File: config.mk
export PLATFORM = sky130hd
export DESIGN_NAME = spds_ram
export DESIGN_NICKNAME = d
export VERILOG_FILES = /design/src/spds_ram.sv
export SDC_FILE = /design/constraint.sdc
export NUM_CORES = 1
export LEC_CHECK = 0
export BUFFER_PORTS_ARGS = -buffer_cell sky130_fd_sc_hd__buf_2
export CORE_ASPECT_RATIO = 2
export CORE_MARGIN = 2
export CORE_UTILIZATION = 55
export DETAILED_ROUTE_END_ITERATION = 10
export MAX_ROUTING_LAYER = met4
export PLACE_DENSITY = 0.75
export SYNTH_ARGS = -nofsm -noshare
export SYNTH_HDL_FRONTEND = slang
export SYNTH_SLANG_ARGS = --single-unit
File: constraint.sdc
create_clock -name clk_i -period 2.7 [get_ports clk_i]
set_input_delay 0.54 -clock clk_i [delete_from_list [all_inputs] [get_ports clk_i]]
set_output_delay 0.54 -clock clk_i [all_outputs]
set_load 0.02 [all_outputs]
File: src/spds_ram.sv
`timescale 1ns / 1ps
`default_nettype none
// ---------------------------------------------------------------------------
// spds_ram
// Generic simple dual-port RAM: one write port, one read port with
// registered read data.
// ---------------------------------------------------------------------------
module spds_ram #(
  parameter int WIDTH = 16,
  parameter int DEPTH = 16,
  localparam int AW = (DEPTH > 1) ? $clog2(DEPTH) : 1
) (
  input  wire logic             clk_i,
  input  wire logic             we_i,
  input  wire logic [AW-1:0]    waddr_i,
  input  wire logic [WIDTH-1:0] wdata_i,
  input  wire logic [AW-1:0]    raddr_i,
  output logic      [WIDTH-1:0] rdata_o
);

  logic [WIDTH-1:0] mem_q [DEPTH];

  // Write and registered read.
  always_ff @(posedge clk_i) begin
    if (we_i) begin
      mem_q[waddr_i] <= wdata_i;
    end
    rdata_o <= mem_q[raddr_i];
  end

endmodule
`default_nettype wire

# Word-level counts from Yosys, hierarchy flattened
# Memory sizes are Yosys's and may differ from the RTL's. A register that Yosys moved wholly into a read port is not among the register bits.
# Cells that the tools add are included.
# classes
muxes	2
# op_table
operator	n
$mux W1	2
# totals
ff_bits	0
mem_bits_rw	256
memories	1
# mem_list
name	depth	width	read_ports	rd_clocked_by_memory_dff	write_ports	line	rtl
mem_q	16	16	1	1	1	21	logic [WIDTH-1:0] mem_q [DEPTH];

# Logic depth before layout (Yosys ltp)
# Gate-level depths: netlist (run 1).
# logic_depth
word_depth	2
mapped_depth	5

# Worst setup path after synthesis (run 1)
# OpenSTA, ideal clock, no wires.
# synth_timing
kind	input-to-reg
startpoint	input waddr_i[2]
endpoint	memory mem_q[0][0], enable pin
setup_time_ps	409
arrival_ps	2186
path_slack_ps	105
stages	2
path_buffers	0
path_cell_list	or3b_2 nor3_1
# synth_rtl
element	line	rtl
from (decl)	15	input wire logic [AW-1:0] waddr_i,
to (decl)	21	
# Straight into the memory's write port.

==> flow_metrics.py, run 1 <==
metrics = {
    "placed_design": {
        "gp_congestion": 0.760,
        "numPortBuffers": 41,
        "place_ws_ns": 0.383,
        "hpwl_mm": 12.3,
    },
    "setup_path": {
        "cp.required_ns": 3.08,
        "worstPathMaxFanout": 19,
        "crit_type": "primary input to flip-flop",
        "cpMostUsedCell": "buf_4",
        "path_cells": "buf_4 > buf_4 > mux4_1 > a22oi_1 > nand2_1",
        "slowest_delay_ns": 0.57,
        "crit_arrival_ns": 2.13,
        "cp-start-kind": "primary input",
        "cp-end-kind": "flip-flop",
        "cp_slowest_cell": "mux4_1",
    },
    "cells_and_area": {
        "fin_util_pct": 63.8,
        "synthToLayoutAreaGrowth_pct": 13.4,
        "layout.nets": 533,
        "layout-drive-gt1-share_pct": 33.1,
        "antenna_cells": 0,
        "most-common-layout-cells": "edfxtp_1, mux4_2, buf_2, a22oi_1, buf_4",
        "fillCellCount": 1168,
        "final_common_cell": "edfxtp_1",
    },
    "pwr": {
        "power_frac_seq_pct": 57.6,
        "power_density_nw_per_um2": 723,
        "switchingPower_uw": 1650,
        "ir_drop_mv": 0.569,
        "leakage_uw": 0.00375,
        "p_comb_share_pct": 5.5,
        "netSwitchingFraction_pct": 20.0,
        "finalPower_uw": 8240,
        "intPower_uw": 6590,
        "p_clk_share_pct": 36.9,
    },
    "clock_tree": {
        "clock_latency_ns": 0.50,
        "clockRootBuffer": "clkbuf_16",
        "cts_buffers": 22,
        "cts_tree": "yes",
        "clkSlewWorstSetupHoldPaths_ns": 0.06,
        "post_cts_buffers": 0,
        "holdBufCountCts": 0,
        "cts_max_level": 1,
        "clockBufferDepth": 3,
        "cts_resized": 0,
        "clock_sinks": 272,
    },
    "floorplanning": {
        "ios": 42,
        "row_count": 69,
        "die_y_um": 195,
        "start_util_pct": 56.2,
        "core-area_um2": 17900,
        "die_w_um": 99.6,
        "dieArea_um2": 19400,
    },
    "yosys": {
        "ys_seq_area_share_pct": 79.7,
        "synth_ff_type": "edfxtp_1",
        "syn-cell-area_um2": 10000,
        "avgSynthCellArea_um2": 23.2,
        "synth.net_count": 458,
        "synth-seq-cells": 272,
        "synth_top_area_cell": "edfxtp_1",
        "synth_cells": 432,
        "async_reset_ff_share_pct": 0,
        "netlist.area_leader.share_pct": 76.5,
        "ys_types": 19,
        "synth_warnings": 0,
        "yosys-top-cells-area": "edfxtp_1, mux4_2, dfxtp_1",
        "synth_edf_count": 256,
    },
    "grt": {
        "grt_antenna_before_repair": 0,
        "grt_pass1_wl_mm": 31.7,
        "overflow": 0,
        "grt_pass1_vias": 5114,
        "grt_max_degree": 37,
        "grt_usage_pct": 23.4,
    },
    "drt": {
        "wirelength_mm": 21.0,
        "drc": 0,
        "drtIter0Drc": 550,
        "ant_nets": 0,
        "dr.pass1.iters": 5,
        "vias": 4772,
        "vias_per_cell": 6.48,
        "wl_per_cell_um": 28.5,
    },
    "sta": {
        "min_period_ns": 1.75,
        "rsz0062_at_grt": "no",
        "finalCritPeriodShare_pct": 64.9,
        "worst_pin_slew_ns": 0.688,
        "relSlewSlack_pct": 54.1,
        "skew_ns": 0.00819,
        "fmax_ghz": 0.570,
        "tns_ns": 0,
        "drv_slew": 0,
        "worst_slack_ns": 0.947,
        "finalHoldViolCount": 0,
        "setup_viol": 0,
    },
    "flow_run": {
        "maxCapViolations": 0,
    },
    "worst_hold_path": {
        "min_path_type": "primary input to flip-flop",
    },
    "status": {
        "status": "finished, final reports clean",
    },
}
[critical path: cells and delay by family]
kind	cells	cell delay [ns]
AO/OA/AOI/OAI	1	0.29
multiplexers	1	0.57
AND/OR/NAND/NOR	1	0.10
buffers and inverters	2	0.62
[per-layer routing]
metal  GRT usage, %  wire length, µm  up-vias
met3           3.65             1620       63
met5              -                0        -
met2           38.5            11100      260
li1               -                -     1983
met4           10.1              968        0
met1           29.0             7330     2466
[final timing paths]
| check | startpoint | to | slack [ns] | depth (start not counted) |
|---|---|---|---|---|
| hold reg to reg | mem_q[14][0] | rdata_o[0] | 0.68 | 3 |
| setup reg to reg | mem_q[9][4] | rdata_o[4] | 1.33 | 3 |
| setup / recovery | raddr_i[0] | rdata_o[7] | 0.95 | 5 |
| hold / removal | wdata_i[3] | mem_q[5][3] | 0.41 | 1 |
[through the flow]
step | hold WS (ns) | cell area, µm² | instances
after floorplan | 0.635 | 10000 | 432
after global placement | 0.653 | 10700 | 696
after detailed placement | 0.660 | 10700 | 696
after CTS | 0.402 | 11400 | 736
after global routing | 0.411 | 11400 | 736
final | 0.411 | 11400 | 736
[layout make-up]
type | instances | area [µm²] | share of cell area (%)
tap | 213 | 267 | 2.34
clock inverter | 8 | 32.5 | 0.286
sequential | 272 | 8010 | 70.3
multi-input combinational | 139 | 1960 | 17.2
timing repair buffer | 72 | 465 | 4.09
clock buffer | 32 | 659 | 5.79
[state kept, by name, summed over array words and instances, names as in the netlist]
| name | count |
|---|---|
| rdata_o | 16 |
| mem_q | 256 |
[power groups by stage]
stage | registers, µW | logic [µW] | clock network (µW)
after detailed placement | 4840 | 459 | 0
final | 4750 | 454 | 3040
after floorplan | 4860 | 230 | 0
after global routing | 4760 | 492 | 3240
after global placement | 4830 | 444 | 0
after CTS | 4750 | 463 | 3080
[synthesized netlist by cell type, types with 4 or more instances]
master    count
edfxtp_1    256
mux4_2       54
a22oi_1      32
nand2_1      17
dfxtp_1      16
nor2_1       13
mux4_1       10
clkbuf_1      8
buf_6         4
nor3_1        4
[cell families after synthesis]
family / count (synthesis) / share of synthesized area [%]
AO/OA/AOI/OAI: 32 / 2.39
buffers and inverters: 21 / 1.23
flip-flops: 272 / 79.7
multiplexers: 64 / 14.7
AND/OR/NAND/NOR: 43 / 1.92
Note: power is estimated with default switching activity, not from simulation.
==> inputs of run 2 (changes only) <==
Clock period 2.7 ns to 1.45 ns, I/O delays scaled along.
==> flow_metrics.py, run 2 (same netlist as run 1, synthesis figures left out) <==
metrics = {
    "cells_and_area": {
        "reg.largest.list": "mem_q (256), rdata_o (16)",
        "layout-drive-gt1-share_pct": 37.9,
        "layout.nets": 561,
        "largest_register_ffs": 256,
        "antenna_cells": 0,
        "synthToLayoutAreaGrowth_pct": 19.5,
        "final_common_cell": "edfxtp_1",
        "most-common-layout-cells": "edfxtp_1, mux4_2, buf_2, buf_4, a22oi_1",
        "fin_area_um2": 12000,
        "largest-register": "mem_q",
    },
    "drt": {
        "ant_nets": 0,
        "drtIter0Drc": 473,
        "drc": 0,
        "wl_per_cell_um": 28.6,
        "dr.pass1.iters": 7,
        "vias_per_cell": 6.35,
        "vias": 4848,
        "wirelength_mm": 21.9,
    },
    "floorplanning": {
        "ios": 42,
        "dieArea_um2": 19400,
        "core-area_um2": 17900,
        "die_w_um": 99.6,
        "row_count": 69,
        "die_y_um": 195,
        "start_util_pct": 56.2,
    },
    "grt": {
        "grt_pass1_wl_mm": 32.8,
        "grt_antenna_before_repair": 0,
        "grt_usage_pct": 24.2,
        "grt_pass1_vias": 5317,
        "overflow": 0,
        "grt_max_degree": 19,
    },
    "setup_path": {
        "crit_arrival_ns": 1.09,
        "ff2ff_path_depth": 3,
        "critPathBufInv": 1,
        "r2r-end": "rdata_o[14]",
        "cp_slowest_cell": "dfxtp_1",
        "cp_top_family": "flip-flops",
        "cp.required_ns": 1.16,
        "crit-reg2reg-launch": "mem_q[0][14]",
        "path_cells": "buf_2",
        "r2r_slack_ns": 0.10,
        "slowest_delay_ns": 0.39,
        "crit_type": "flip-flop to primary output",
        "cp-start-kind": "flip-flop",
        "cp-end-kind": "primary output",
        "worstPathMaxFanout": 1,
    },
    "clock_tree": {
        "post_cts_buffers": 0,
        "clkSlewWorstSetupHoldPaths_ns": 0.07,
        "clockBufferDepth": 3,
        "clock_latency_ns": 0.50,
        "cts_resized": 1,
        "holdBufCountCts": 0,
        "cts_max_level": 1,
        "cts_tree": "yes",
        "clock_sinks": 272,
        "cts_buffers": 22,
        "clockRootBuffer": "clkbuf_16",
    },
    "placed_design": {
        "gp_congestion": 0.767,
        "numPortBuffers": 41,
        "hpwl_mm": 12.9,
        "placed_area_um2": 11300,
    },
    "pwr": {
        "ir_drop_mv": 1.49,
        "finalPower_uw": 15900,
        "leakage_uw": 0.00399,
        "power_density_nw_per_um2": 1330,
    },
    "sta": {
        "drv_slew": 0,
        "finalHoldViolCount": 0,
        "setup_viol": 0,
        "worst_pin_slew_ns": 0.969,
        "fmax_ghz": 0.725,
        "skew_ns": 0.0110,
        "min_period_ns": 1.38,
        "hold_slack_ns": 0.158,
        "relSlewSlack_pct": 35.3,
        "finalCritPeriodShare_pct": 95.2,
        "rsz0062_at_grt": "no",
    },
    "worst_hold_path": {
        "whs_endpoint": "mem_q[13][11]",
        "min_path_cells": 1,
        "hold_start": "wdata_i[11]",
        "min_path_type": "primary input to flip-flop",
    },
    "flow_run": {
        "maxCapViolations": 0,
    },
    "status": {
        "status": "finished, final reports clean",
    },
}
[run 2: cell types whose count changed in the layout (fill, tap and decap cells not counted), sizes merged]
cell,delta
buf,+28
clkbuf,-6
bufinv,+3
clkinvlp,+3
[run 2: routing by layer]
metal	global-route usage, %	part of all wire, %	routed length [µm]
met2	41.8	55	12100
met5	-	0	0
met1	29.4	35	7620
met4	8.52	3.2	711
met3	3.22	6.5	1420
[run 2: metrics by stage]
stage                     worst slack [ns]  util (%)  std cells  setup TNS, ns
final                               0.0702      67.2        764              0
after global routing                0.0368      67.2        764              0
after CTS                           0.0334      67.1        764              0
after detailed placement            -0.280      63.0        724         -26.50
after global placement              -0.270      63.0        724         -20.13
after floorplan                     -0.174         -        432         -29.71
[run 2: how the worst max path moves through the flow]
| stage | start | endpoint | slack (ns) | depth (start not counted) |
|---|---|---|---|---|
| after detailed placement | raddr_i[3] | rdata_o[12] | -0.28 | 5 |
| after global placement | raddr_i[0] | rdata_o[5] | -0.27 | 5 |
| after CTS | mem_q[11][8] | rdata_o[8] | 0.03 | 3 |
| after global routing | mem_q[10][6] | rdata_o[6] | 0.04 | 3 |
| after floorplan | waddr_i[2] | mem_q[10][0] | -0.17 | 2 |
| final | rdata_o[9] | rdata_o[9] | 0.07 | 1 |
[run 2: layout make-up]
class,instances,area [µm²]
Clock buffer,26,587
Clock inverter,14,149
Fill cell,1087,5870
Multi-Input combinational cell,139,1990
Sequential cell,272,8010
Tap cell,213,267
Timing Repair Buffer,100,1000
[run 2: report_power, final]
part / switching (µW) / internal, µW / total (µW) / leakage (µW)
registers: 63.1 / 8780 / 8840 / 0.00245
clock network: 2640 / 3440 / 6090 / 0.000354
logic: 540 / 443 / 983 / 0.00119
total: 3240 / 12700 / 15900 / 0.00399
